==> src/rtl/i64div_pkg.sv <==
package i64div_pkg;

  // Width of the dividend, divisor, quotient and remainder fields on the ports.
  localparam int FIELD_W = 64;

  // Width of the arithmetic; operands take the low DATA_WIDTH bits of each field.
  localparam int DATA_WIDTH = 64;

  // Iteration counter width.
  localparam int CNT_W = (DATA_WIDTH > 1) ? $clog2(DATA_WIDTH) : 1;

  // Packed stream widths, padded to whole bytes.
  localparam int TDATA_W = ((2 * FIELD_W + 7) / 8) * 8;

  typedef enum logic [2:0] {
    ST_IDLE,
    ST_ABS_N,
    ST_ABS_D,
    ST_DIV,
    ST_FIX_Q,
    ST_FIX_R,
    ST_DONE
  } div_state_t;

  // Status from the iterative core back to the sequencer.
  typedef struct packed {
    logic busy;
    logic done;
  } div_stat_t;

endpackage

==> src/rtl/int64_divider_signed_unsigned.sv <==
// 64-bit integer divider, unsigned or signed two's complement.
//
// Input channel (in_*): one beat carries dividend and divisor in in_tdata and
// the mode in in_tuser (0 unsigned, 1 signed). Output channel (out_*): one beat
// per input beat with quotient and remainder in out_tdata and the
// divide-by-zero flag in out_tuser.
//
// Signed mode works on magnitudes; the quotient is negated when the operand
// signs differ and the remainder takes the dividend's sign. The most negative
// value divided by -1 wraps. A zero divisor returns zero quotient and remainder
// with the flag set.
//
// From the input beat to out_tvalid, an item passes through operand magnitude
// (ST_ABS_N, ST_ABS_D), 64 one-bit steps of the shift-subtract core, handoff,
// sign fix (ST_FIX_Q, ST_FIX_R) and the output load; a zero divisor goes
// straight to the output load. One item is in work at a time; the next is
// accepted once the last is loaded. in_tready is high while the sequencer is idle.
// A finished result sits in the output register; a stalled receiver does not
// stop the next item from being accepted and divided, only its final load.
// Reset (rst_n low, synchronous) empties the output register and idles.
module int64_divider_signed_unsigned (
  input  logic                           clk,
  input  logic                           rst_n,
  input  logic                           in_tvalid,
  output logic                           in_tready,
  input  logic [i64div_pkg::TDATA_W-1:0] in_tdata,   // [63:0] dividend, [127:64] divisor
  input  logic                           in_tuser,   // [0] mode
  output logic                           out_tvalid,
  input  logic                           out_tready,
  output logic [i64div_pkg::TDATA_W-1:0] out_tdata,  // [63:0] quotient, [127:64] remainder
  output logic                           out_tuser   // [0] divide_by_zero
);
  import i64div_pkg::*;

  div_state_t state_r, state_nxt;

  // operand / result working registers, shared across phases
  logic [DATA_WIDTH-1:0] opa_r, opa_nxt;
  logic [DATA_WIDTH-1:0] opb_r, opb_nxt;
  logic                  n_neg_r, n_neg_nxt;
  logic                  d_neg_r, d_neg_nxt;
  logic                  dz_r, dz_nxt;

  // output register
  logic                  out_valid_r, out_valid_nxt;
  logic [FIELD_W-1:0]    q_out_r, q_out_nxt;
  logic [FIELD_W-1:0]    r_out_r, r_out_nxt;
  logic                  dz_out_r, dz_out_nxt;

  logic [DATA_WIDTH-1:0] in_dividend;
  logic [DATA_WIDTH-1:0] in_divisor;
  logic [DATA_WIDTH-1:0] neg_src;
  logic [DATA_WIDTH-1:0] neg_res;

  logic                  core_start;
  div_stat_t             core_stat;
  logic [DATA_WIDTH-1:0] core_quo;
  logic [DATA_WIDTH-1:0] core_rem;

  assign in_dividend = in_tdata[DATA_WIDTH-1:0];
  assign in_divisor  = in_tdata[FIELD_W+DATA_WIDTH-1:FIELD_W];

  // single shared negator
  assign neg_src = (state_r == ST_ABS_N || state_r == ST_FIX_Q) ? opa_r : opb_r;
  assign neg_res = '0 - neg_src;

  always_comb begin
    state_nxt     = state_r;
    opa_nxt       = opa_r;
    opb_nxt       = opb_r;
    n_neg_nxt     = n_neg_r;
    d_neg_nxt     = d_neg_r;
    dz_nxt        = dz_r;
    out_valid_nxt = out_valid_r & ~out_tready;
    q_out_nxt     = q_out_r;
    r_out_nxt     = r_out_r;
    dz_out_nxt    = dz_out_r;
    in_tready     = 1'b0;
    core_start    = 1'b0;

    case (state_r)
      ST_IDLE: begin
        in_tready = 1'b1;
        if (in_tvalid) begin
          n_neg_nxt = in_tuser & in_dividend[DATA_WIDTH-1];
          d_neg_nxt = in_tuser & in_divisor[DATA_WIDTH-1];
          dz_nxt    = (in_divisor == '0);
          if (in_divisor == '0) begin
            opa_nxt   = '0;
            opb_nxt   = '0;
            state_nxt = ST_DONE;
          end else begin
            opa_nxt   = in_dividend;
            opb_nxt   = in_divisor;
            state_nxt = ST_ABS_N;
          end
        end
      end
      ST_ABS_N: begin
        if (n_neg_r) opa_nxt = neg_res;
        state_nxt = ST_ABS_D;
      end
      ST_ABS_D: begin
        if (d_neg_r) opb_nxt = neg_res;
        core_start = 1'b1;
        state_nxt  = ST_DIV;
      end
      ST_DIV: begin
        if (core_stat.done) begin
          opa_nxt   = core_quo;
          opb_nxt   = core_rem;
          state_nxt = ST_FIX_Q;
        end
      end
      ST_FIX_Q: begin
        if (n_neg_r ^ d_neg_r) opa_nxt = neg_res;
        state_nxt = ST_FIX_R;
      end
      ST_FIX_R: begin
        if (n_neg_r) opb_nxt = neg_res;
        state_nxt = ST_DONE;
      end
      ST_DONE: begin
        // wait for the output register to free up
        if (!out_valid_r || out_tready) begin
          out_valid_nxt = 1'b1;
          q_out_nxt     = FIELD_W'(opa_r);
          r_out_nxt     = FIELD_W'(opb_r);
          dz_out_nxt    = dz_r;
          state_nxt     = ST_IDLE;
        end
      end
      default: state_nxt = ST_IDLE;
    endcase
  end

  always_ff @(posedge clk) begin
    if (!rst_n) begin
      state_r     <= ST_IDLE;
      out_valid_r <= 1'b0;
    end else begin
      state_r     <= state_nxt;
      out_valid_r <= out_valid_nxt;
    end
  end

  always_ff @(posedge clk) begin
    opa_r    <= opa_nxt;
    opb_r    <= opb_nxt;
    n_neg_r  <= n_neg_nxt;
    d_neg_r  <= d_neg_nxt;
    dz_r     <= dz_nxt;
    q_out_r  <= q_out_nxt;
    r_out_r  <= r_out_nxt;
    dz_out_r <= dz_out_nxt;
  end

  // operands go in at the cycle the divisor magnitude is formed
  i64div_core u_core (
    .clk        (clk),
    .rst_n      (rst_n),
    .start_i    (core_start),
    .dividend_i (opa_r),
    .divisor_i  (opb_nxt),
    .stat_o     (core_stat),
    .quo_o      (core_quo),
    .rem_o      (core_rem)
  );

  assign out_tvalid = out_valid_r;
  assign out_tdata  = TDATA_W'({r_out_r, q_out_r});
  assign out_tuser  = dz_out_r;

  a_idle_core_quiet: assert property (@(posedge clk) disable iff (!rst_n)
    in_tready |-> !core_stat.busy)
    else $error("core busy while sequencer idle");

  a_done_in_div: assert property (@(posedge clk) disable iff (!rst_n)
    core_stat.done |-> state_r == ST_DIV)
    else $error("core finished outside the divide phase");

  a_dz_zero_result: assert property (@(posedge clk) disable iff (!rst_n)
    (out_valid_r && dz_out_r) |-> (q_out_r == '0 && r_out_r == '0))
    else $error("divide by zero with nonzero result");

  a_start_from_abs: assert property (@(posedge clk) disable iff (!rst_n)
    core_start |=> state_r == ST_DIV && core_stat.busy)
    else $error("core run not started");

endmodule

==> src/rtl/i64div_core.sv <==
module i64div_core (
  input  logic                             clk,
  input  logic                             rst_n,
  input  logic                             start_i,
  input  logic [i64div_pkg::DATA_WIDTH-1:0] dividend_i,
  input  logic [i64div_pkg::DATA_WIDTH-1:0] divisor_i,
  output i64div_pkg::div_stat_t            stat_o,
  output logic [i64div_pkg::DATA_WIDTH-1:0] quo_o,
  output logic [i64div_pkg::DATA_WIDTH-1:0] rem_o
);
  import i64div_pkg::*;

  // quo_r starts as the dividend; its top bit shifts into the partial
  // remainder each step while the new quotient bit shifts in at the bottom.
  logic [DATA_WIDTH-1:0] acc_r, acc_nxt;
  logic [DATA_WIDTH-1:0] quo_r, quo_nxt;
  logic [DATA_WIDTH-1:0] den_r, den_nxt;
  logic [CNT_W-1:0]      cnt_r, cnt_nxt;
  div_stat_t             stat_r, stat_nxt;

  logic [DATA_WIDTH-1:0] shifted;
  logic [DATA_WIDTH:0]   diff;
  logic                  take;

  always_comb begin
    shifted  = {acc_r[DATA_WIDTH-2:0], quo_r[DATA_WIDTH-1]};
    diff     = {1'b0, shifted} - {1'b0, den_r};
    // carry out of the shift means the partial remainder exceeds the divisor
    take     = acc_r[DATA_WIDTH-1] | ~diff[DATA_WIDTH];

    acc_nxt  = acc_r;
    quo_nxt  = quo_r;
    den_nxt  = den_r;
    cnt_nxt  = cnt_r;
    stat_nxt = '{busy: stat_r.busy, done: 1'b0};

    if (start_i) begin
      acc_nxt       = '0;
      quo_nxt       = dividend_i;
      den_nxt       = divisor_i;
      cnt_nxt       = CNT_W'(DATA_WIDTH - 1);
      stat_nxt.busy = 1'b1;
    end else if (stat_r.busy) begin
      acc_nxt = take ? diff[DATA_WIDTH-1:0] : shifted;
      quo_nxt = {quo_r[DATA_WIDTH-2:0], take};
      cnt_nxt = cnt_r - 1'b1;
      if (cnt_r == '0) begin
        stat_nxt.busy = 1'b0;
        stat_nxt.done = 1'b1;
      end
    end
  end

  always_ff @(posedge clk) begin
    if (!rst_n) begin
      stat_r <= '0;
      cnt_r  <= '0;
    end else begin
      stat_r <= stat_nxt;
      cnt_r  <= cnt_nxt;
    end
  end

  always_ff @(posedge clk) begin
    acc_r <= acc_nxt;
    quo_r <= quo_nxt;
    den_r <= den_nxt;
  end

  assign stat_o = stat_r;
  assign quo_o  = quo_r;
  assign rem_o  = acc_r;

  a_no_restart: assert property (@(posedge clk) disable iff (!rst_n)
    start_i |-> !stat_r.busy)
    else $error("core restarted while busy");

  a_done_after_busy: assert property (@(posedge clk) disable iff (!rst_n)
    stat_r.done |-> $past(stat_r.busy))
    else $error("core done without a run");

endmodule

==> config.mk <==
export PLATFORM = sky130hd
export DESIGN_NAME = int64_divider_signed_unsigned
export DESIGN_NICKNAME = d
export VERILOG_FILES = /design/src/rtl/i64div_pkg.sv /design/src/rtl/int64_divider_signed_unsigned.sv /design/src/rtl/i64div_core.sv
export SDC_FILE = /design/constraint.sdc
export NUM_CORES = 1
export LEC_CHECK = 0
export BUFFER_PORTS_ARGS = -buffer_cell sky130_fd_sc_hd__buf_2
export CELL_PAD_IN_SITES_DETAIL_PLACEMENT = 1
export CELL_PAD_IN_SITES_GLOBAL_PLACEMENT = 2
export CORE_ASPECT_RATIO = 0.5
export CORE_MARGIN = 2
export CORE_UTILIZATION = 38
export CTS_CLUSTER_SIZE = 40
export DETAILED_ROUTE_END_ITERATION = 7
export HOLD_SLACK_MARGIN = 0.1
export PLACE_DENSITY_LB_ADDON = 0.15
export SYNTH_ARGS = -nofsm -noshare
export SYNTH_HDL_FRONTEND = slang
export SYNTH_SLANG_ARGS = --single-unit
export TNS_END_PERCENT = 20
==> constraint.sdc <==
create_clock -name clk -period 16.6 [get_ports clk]
set_input_delay 2.49 -clock clk [delete_from_list [all_inputs] [get_ports clk]]
set_output_delay 2.49 -clock clk [all_outputs]
set_load 0.1 [all_outputs]
* Word-level counts from Yosys, hierarchy flattened
Cells that the tools add are included.
Storage, ports and cells: bits in registers 464, input port bits 133, logic and storage cells 82
Cells by class: add/sub/neg operators 3, eq/ne operators 11, muxes and demuxes 30, bitwise gates (word level) 9, reductions and logical operators 13
Operators by type and width (number):
- 64-bit 2-to-1 mux | 14
- 64-bit one-hot mux with 4 select lines | 2
- 64-bit by 64-bit subtractor with 65-bit output | 1
- 64-bit zero test | 1
- 1-bit by 64-bit subtractor with 64-bit output (first input constant) | 1
- 3-bit one-hot mux with 7 select lines | 1
- 3-bit 2-to-1 mux | 4
- 6-bit 2-to-1 mux | 2
- 3-bit equality test (second input constant) | 3
- 3-bit by 2-bit equality test with 1-bit output (second input constant) | 2
- 6-bit zero test | 1
- 2-bit != test (second input constant) | 3
- 6-bit by 1-bit subtractor with 6-bit output (second input constant) | 1
- 1-bit 2-to-1 mux | 5
- 5-bit AND reduction | 1
- 2-bit 2-to-1 mux | 2
- 2-bit by 1-bit != test with 1-bit output (second input constant) | 2
- 1-bit NOT | 4
- 2-bit AND reduction | 2
- 4-bit nonzero test | 1
- 1-bit bitwise AND | 3
- 3-bit by 1-bit equality test with 1-bit output (second input constant) | 1
- 3-bit zero test | 1
- 3-bit AND reduction | 1
- 6 further kinds | 7

* Logic depth before layout (Yosys ltp)
Gate-level depths: netlist (run 1).
depth in word-level cells 6, gate-level depth with buffers 16, mapped depth without buffers 14

* Hierarchy
A second synthesis (run 1) with hierarchy kept.
Unflattened totals: cell total of the unflattened synthesis 2481, area total of the unflattened synthesis 25637.1 sq um
Modules (own cells, without submodules):
- int64_divider_signed_unsigned | instances 1, cells an instance 1230, area an instance 13472.9 sq um, sequential area each 7247.0 sq um
- i64div_core | instances 1, cells an instance 1251, area an instance 12164.2 sq um, sequential area each 5285.1 sq um

* Least setup slack after synthesis (run 1)
Ideal clock, no wire load.
kind input -> register, start input in_tvalid, end register opa_r[0] (enable), setup time 0.828 ns, arrival time 12.902 ns, data required time 15.772 ns, slack 2.869 ns, stages 4, path buffers 0, cell sequence nor3_1 a31oi_1 nor2_1 a2111oi_0
On the way: cells in the longest elaborated chain, start to end 2
RTL lines:
- start: declaration | RTL line int64_divider_signed_unsigned.sv:24 | input logic in_tvalid,
- 2-bit != test (no line)
- 5-bit AND reduction (no line)
- end signal: assignment | RTL line int64_divider_signed_unsigned.sv:148 | opa_r <= opa_nxt;
- end: declaration | RTL line int64_divider_signed_unsigned.sv:38 | logic [DATA_WIDTH-1:0] opa_r, opa_nxt;
Every way passes these cells. A chain may end at the register's enable or synchronous reset.

* Final worst setup path (run 1)
start register state_r[1], end register u_core.den_r[63] (data pin)
On the way: cells in the longest elaborated chain, start to end 6, elaborated cells on any way between the ends 12, classes of those cells 1 x add/sub; 5 x eq/ne; 4 x mux; 2 x reduce/logical
RTL lines:
- start: declaration | RTL line int64_divider_signed_unsigned.sv:35 | div_state_t state_r, state_nxt;
- start signal: assignment | RTL line int64_divider_signed_unsigned.sv:142 | state_r <= state_nxt;
- 3-bit by 1-bit equality test with 1-bit output / 3-bit equality test (equally long branches) | RTL line int64_divider_signed_unsigned.sv:64 | assign neg_src = (state_r == ST_ABS_N || state_r == ST_FIX_Q) ? opa_r : opb_r;
- 1-bit logical OR | RTL line int64_divider_signed_unsigned.sv:64
- 64-bit 2-to-1 mux | RTL line int64_divider_signed_unsigned.sv:64
- 1-bit by 64-bit subtractor with 64-bit output | RTL line int64_divider_signed_unsigned.sv:65 | assign neg_res = '0 - neg_src;
- 64-bit 2-to-1 mux (on tied branches) | RTL line int64_divider_signed_unsigned.sv:120, int64_divider_signed_unsigned.sv:104
- 64-bit one-hot mux with 4 select lines * | RTL line int64_divider_signed_unsigned.sv:81 | case (state_r)
- named net opb_nxt[63] | RTL line int64_divider_signed_unsigned.sv:39 | logic [DATA_WIDTH-1:0] opb_r, opb_nxt;
- end signal: assignment | RTL line i64div_core.sv:67 | den_r <= den_nxt;
- end: declaration | RTL line i64div_core.sv:17 | logic [DATA_WIDTH-1:0] den_r, den_nxt;
Mark *: on every way through the listed nets, which the timed path passes. The rest lies on a longest branch.

==> flow_summary.yaml, run 1 <==
detailed_routing:
  drt-initial-drc-count: 2704
  postRouteAntennaNets: 0
  post_drt_via_cell_ratio: 6.05
  drc: 0
  totalWireLength_mm: 106
  wl_per_cell_um: 28.1
  first_pass_iters: 6
  num_vias: 22800
final_layout:
  nets: 3032
  antenna_cells: 0
  mostFrequentLayoutCells: "nand2_1 (354), edfxtp_1 (324), buf_2 (263)"
  area_growth_pct: 14.6
  mostFrequentLayoutCell: "nand2_1"
  drive_gt1_share_pct: 14.2
power:
  power_mw: 4.69
  power_leakage_nw: 11.8
  power_density_mw_per_mm2: 160
  ir_drop_uv: 79.2
die:
  fp.dieW_um: 371
  io_pins: 264
  dieArea_sq_mm: 0.0696
  die_h_um: 188
  coreArea_sq_mm: 0.0668
  row_count: 67
  initial_core_util_pct: 38.3
sta:
  fmax_mhz: 163
  rsz0062_at_grt: "false"
  max_slew.worst_pin.slew_ns: 1.15
  fin_crit_ns: 6.13
  hold_viol: 0
  slew_violations: 0
  final-setup-viol-count: 0
  fin_skew_ns: 0.0243
  slew_headroom_pct: 22.6
  period_share_pct: 37.0
  setup_tns_ns: 0
worst_setup_path:
  path_max_fanout: 62
  slowest_delay_ns: 0.91
  critPathSlowestCell: "dfxtp_1"
  crit_family: "simple AND/OR/NAND/NOR gates"
  arrival_ns: 6.46
  crit_path_cell_trace: "inv_1, nand2_4, buf_4, mux2i_4, and3_1, o211ai_1, nor4_2, nand2_1, nor3b_1, o21ai_0, a21oi_1, a31oi_1"
  crit_buf_inv: 2
  cp_data_required_time_ns: 16.93
  worstSetupStartpointType: "flop"
  endpoint_kind: "flop"
  critical_path_class: "reg2reg"
placed_design:
  routabilityCongestion: 0.922
  portBuffers: 263
  dp_hpwl_mm: 78.3
synth:
  ys.flop_type: "edfxtp_1"
  postSynthCellCount: 2655
  yosysUniqueCellTypes: 79
  synth_edf_count: 324
  synth_seq_cells: 464
  async_reset_ff_share_pct: 0
  netlist_area_sq_mm: 0.0256
  ys_seq_area_share_pct: 49.0
  avgSynthCellArea_sq_um: 9.64
  synthesis.nets: 2855
  ys_warn_count: 0
cts:
  cts_root_buf: "clkbuf_16"
  post_cts_buffers: 0
  htreeDepth: 2
  cts_sinks: 464
  clk_latency_ns: 0.61
  tritoncts: "yes"
  clk_pin_slew_worst_paths_ns: 0.07
  cts_buffers: 46
  post_cts_resize_count: 0
  cts_hold_buffers: 0
  cts_buffer_depth: 3
min_path:
  hold_path_class: "reg2reg"
grt:
  antenna_found_initial: 4
  grt_pass1_wl_mm: 153
  grt_pass1_vias: 21500
  grt_overflow: 0
  grt_max_degree: 78
  grt_use_total_pct: 29.8
job:
  drv_cap: 0
outcome:
  status: "complete, no violations"
-- final timing paths --
check | from | end | slack, ns | cells after the start
setup / recovery | state_r[1]$_SDFFE_PN0P_ | u_core.den_r[63]$_DFFE_PP_ | 10.47 | 12
hold / removal | dz_r$_DFFE_PP_ | out_tuser$_DFFE_PP_ | 0.45 | 0
setup reg to reg | state_r[1]$_SDFFE_PN0P_ | u_core.den_r[63]$_DFFE_PP_ | 10.47 | 12
hold reg to reg | dz_r$_DFFE_PP_ | out_tuser$_DFFE_PP_ | 0.45 | 0
-- state kept, by name, indices dropped and copies added, names as in the netlist, 2 cells and up --
signal / cells
opa_r: 64
opb_r: 64
q_out_r: 64
r_out_r: 64
u_core.den_r: 64
u_core.quo_o: 64
u_core.rem_o: 64
u_core.cnt_r: 6
state_r: 3
u_core.stat_o: 2
-- report_power, final --
| part | internal, mW | switching, mW | leakage (nW) | total [mW] |
|---|---|---|---|---|
| sequential | 1.48 | 0.340 | 4.19 | 1.82 |
| clock | 0.638 | 0.510 | 0.762 | 1.15 |
| combinational | 0.658 | 1.07 | 6.83 | 1.73 |
-- kinds of logic (layout without fill, tap and decap cells) --
logic type / after synthesis / after routing / synth area share, %
simple gates: 794 / 794 / 14.2
xor+xnor: 131 / 131 / 4.56
fa+ha+maj: 67 / 67 / 3.30
compound gates: 823 / 823 / 21.2
buf+inv: 288 / 502 / 4.29
flops: 464 / 464 / 49.0
mux: 88 / 88 / 3.52
-- cell type report --
cell class,instances,area [sq um]
Tap cell,897,1120
Sequential cell,464,12500
Clock inverter,31,359
Clock buffer,54,1250
Timing Repair Buffer,296,1560
Multi-Input combinational cell,1903,12000
Inverter,121,459
Fill cell,7624,37500
-- per-layer routing --
metal	routed length (um)	track usage, %	vias up
met5	0	0	-
met2	41300	39.1	938
met3	10300	6.60	97
met1	52400	48.7	11500
li1	-	-	10300
met4	1910	5.68	0
-- metrics by stage --
step / instances / instance area, sq um / hold WS (ns) / utilization, % / setup slack (ns)
final: 3766 / 29300 / 0.448 / 43.9 / 10.47
after global routing: 3766 / 29300 / 0.448 / 43.9 / 10.09
after CTS: 3766 / 29300 / 0.449 / 43.9 / 10.59
after detailed placement: 3681 / 27700 / 0.433 / 41.5 / 10.67
after global placement: 3681 / 27700 / 0.401 / 41.5 / 10.74
after floorplan: 2655 / 25600 / 0.400 / - / 2.87
-- worst register-to-register path, cell delays in order, from the launching register on --
cell and delay, ns:
dfxtp_1 0.91, inv_1 0.47, nand2_4 0.56, buf_4 0.73
mux2i_4 0.54, and3_1 0.41, o211ai_1 0.30, nor4_2 0.47
nand2_1 0.36, nor3b_1 0.66, o21ai_0 0.20, a21oi_1 0.18
a31oi_1 0.06
-- Yosys cell counts, types with 14 or more instances --
master	number	area, sq um
clkbuf_1	142	533
o21ai_0	202	1010
a21o_1	49	368
a221o_1	57	571
nand4_1	28	175
xor2_1	51	447
a21oi_1	233	1170
a222oi_1	33	330
and3_1	19	119
nand2_1	354	1330
a22oi_1	37	278
a221oi_1	23	201
nand2b_1	17	106
a31oi_1	26	163
nor4_1	46	288
nor2_1	166	623
mux2i_1	84	841
edfxtp_1	324	9730
nor3_1	40	200
o22a_1	21	184
inv_1	121	454
xnor2_1	79	692
o21bai_1	14	105
dfxtp_1	140	2800
or3_1	14	87.6
nand3_1	45	225
ha_1	66	826
o211ai_1	17	128
o21a_1	29	218
nor2b_1	16	100
(Power assumes the default switching activity.)
==> inputs of run 2 (changes only) <==
==> constraint.sdc (replaced) <==
create_clock -name clk -period 5.68 [get_ports clk]
set_input_delay 0.852 -clock clk [delete_from_list [all_inputs] [get_ports clk]]
set_output_delay 0.852 -clock clk [all_outputs]
set_load 0.1 [all_outputs]
==> flow_summary.yaml, run 2 (synthesized netlist as in run 1, its figures left out) <==
sta:
  slew_headroom_pct: 26.2
  period_share_pct: 88.1
  fin_crit_ns: 5.00
  rsz0062_at_grt: "false"
  hold_ws_ns: 0.503
  fin_skew_ns: 0.0415
  fmax_mhz: 200
  hold_viol: 0
  setup_tns_ns: 0
  slew_violations: 0
  final-setup-viol-count: 0
  max_slew.worst_pin.slew_ns: 1.10
final_layout:
  area_growth_pct: 15.0
  nets: 3053
  drive_gt1_share_pct: 14.3
  mostFrequentLayoutCell: "nand2_1"
  regArea_sq_mm: 0.0125
  multi_input_area_sq_mm: 0.0121
  fill_cells: 7554
  mostFrequentLayoutCells: "nand2_1 (354), edfxtp_1 (324), buf_2 (263)"
detailed_routing:
  totalWireLength_mm: 107
  post_drt_via_cell_ratio: 6.07
  first_pass_iters: 8
  drt-initial-drc-count: 2807
  drc: 0
  wl_per_cell_um: 28.2
  postRouteAntennaNets: 0
  num_vias: 23000
die:
  initial_core_util_pct: 38.3
  dieArea_sq_mm: 0.0696
  fp.dieW_um: 371
  io_pins: 264
  coreArea_sq_mm: 0.0668
  row_count: 67
  die_h_um: 188
cts:
  cts_buffer_depth: 3
  clk_latency_ns: 0.63
  cts_sinks: 464
  cts_root_buf: "clkbuf_16"
  post_cts_resize_count: 0
  tritoncts: "yes"
  cts_buffers: 47
  cts_hold_buffers: 0
  clk_pin_slew_worst_paths_ns: 0.07
  post_cts_buffers: 0
  htreeDepth: 2
power:
  netSwitchingFraction_pct: 41.2
  combPwrFrac_pct: 37.6
  pwr-share-clk_pct: 23.5
  power_leakage_nw: 11.9
  ir_drop_uv: 337
  p_int_mw: 8.00
  seqPwrFrac_pct: 38.9
  power_density_mw_per_mm2: 462
  power_switching_mw: 5.61
grt:
  grt_pass1_vias: 21900
  grt_overflow: 0
  grt_max_degree: 88
  grtUsageMet1_pct: 49.2
  grt_pass1_wl_mm: 154
  grtUsageMet3_pct: 5.69
  antenna_found_initial: 5
  gr-max-usage-layer: "met1"
  met2_usage_pct: 39.7
  grt_use_total_pct: 29.9
worst_setup_path:
  crit_path_cell_trace: "inv_1, ha_1, fa_1, nand2b_1, a21oi_1, o311a_1, a311o_1, a31o_2, a31oi_1, a21oi_1, a31oi_1, o31a_1, a21oi_1"
  slowest_delay_ns: 0.83
  arrival_ns: 5.31
  r2r_setup_slack_ns: 0.68
  crit_top_cell: "a21oi_1"
  endpoint_kind: "flop"
  critPathSlowestCell: "o31a_1"
  path_max_fanout: 7
  cp_data_required_time_ns: 5.99
  crit_buf_inv: 1
  crit_family: "compound AO/OA/AOI/OAI gates"
  worstSetupStartpointType: "flop"
  critical_path_class: "reg2reg"
placed_design:
  dp_hpwl_mm: 79.7
  portBuffers: 263
  routabilityCongestion: 0.911
job:
  drv_cap: 0
outcome:
  status: "complete, no violations"
min_path:
  hold_path_class: "in2reg"
[run 2: final timing paths]
| check | end | depth (start not counted) | from |
|---|---|---|---|
| setup / recovery | u_core.quo_o[0]$_DFFE_PP_ | 13 | u_core.quo_o[63]$_DFFE_PP_ |
| hold / removal | opa_r[42]$_DFFE_PP_ | 3 | in_tdata[42] |
| hold reg to reg | r_out_r[10]$_DFFE_PP_ | 0 | opb_r[10]$_DFF_P_ |
| setup reg to reg | u_core.quo_o[0]$_DFFE_PP_ | 13 | u_core.quo_o[63]$_DFFE_PP_ |
[run 2: final cells by class]
type / instances / share of cell area, %
clock inverters: 18 / 0.685
clock buffers: 68 / 4.50
multi-input cells: 1903 / 41.0
well taps: 897 / 3.81
diodes: 1 / 0.00851
inverters: 121 / 1.56
repair buffers: 316 / 5.83
flip-flops and latches: 464 / 42.6
[run 2: power by group through the flow]
| stage | clock, mW | sequential, mW | combinational [mW] |
|---|---|---|---|
| finish | 3.19 | 5.29 | 5.12 |
| global route | 3.36 | 5.33 | 5.61 |
| CTS | 3.24 | 5.24 | 5.05 |
| detailed placement | 0 | 5.30 | 5.02 |
| global placement | 0 | 5.29 | 4.94 |
| floorplan | 0 | 4.78 | 3.63 |
[run 2: layer usage]
| layer | wire, um | vias up |
|---|---|---|
| li1 | - | 10300 |
| met1 | 53000 | 11600 |
| met2 | 41900 | 988 |
| met3 | 10100 | 104 |
| met4 | 1790 | 2 |
| met5 | 13 | - |
[run 2: per-stage QoR]
step / cells / instance area (sq um) / power [mW] / worst slack (ns) / utilization (%)
after floorplan: 2655 / 25600 / 8.41 / 0.656 / -
after global placement: 3701 / 27900 / 10.2 / 0.847 / 41.7
after detailed placement: 3701 / 27900 / 10.3 / 0.817 / 41.7
after CTS: 3787 / 29400 / 13.5 / 0.777 / 44.0
after global routing: 3787 / 29400 / 14.3 / 0.277 / 44.0
final: 3788 / 29400 / 13.6 / 0.678 / 44.0
[run 2: worst reg2reg max path, stage by stage (launching register included)]
cell      delay (ns)
edfxtp_1        0.61
inv_1           0.19
ha_1            0.21
fa_1            0.24
nand2b_1        0.15
a21oi_1         0.10
o311a_1         0.45
a311o_1         0.39
a31o_2          0.31
a31oi_1         0.21
a21oi_1         0.16
a31oi_1         0.62
o31a_1          0.83
a21oi_1         0.23
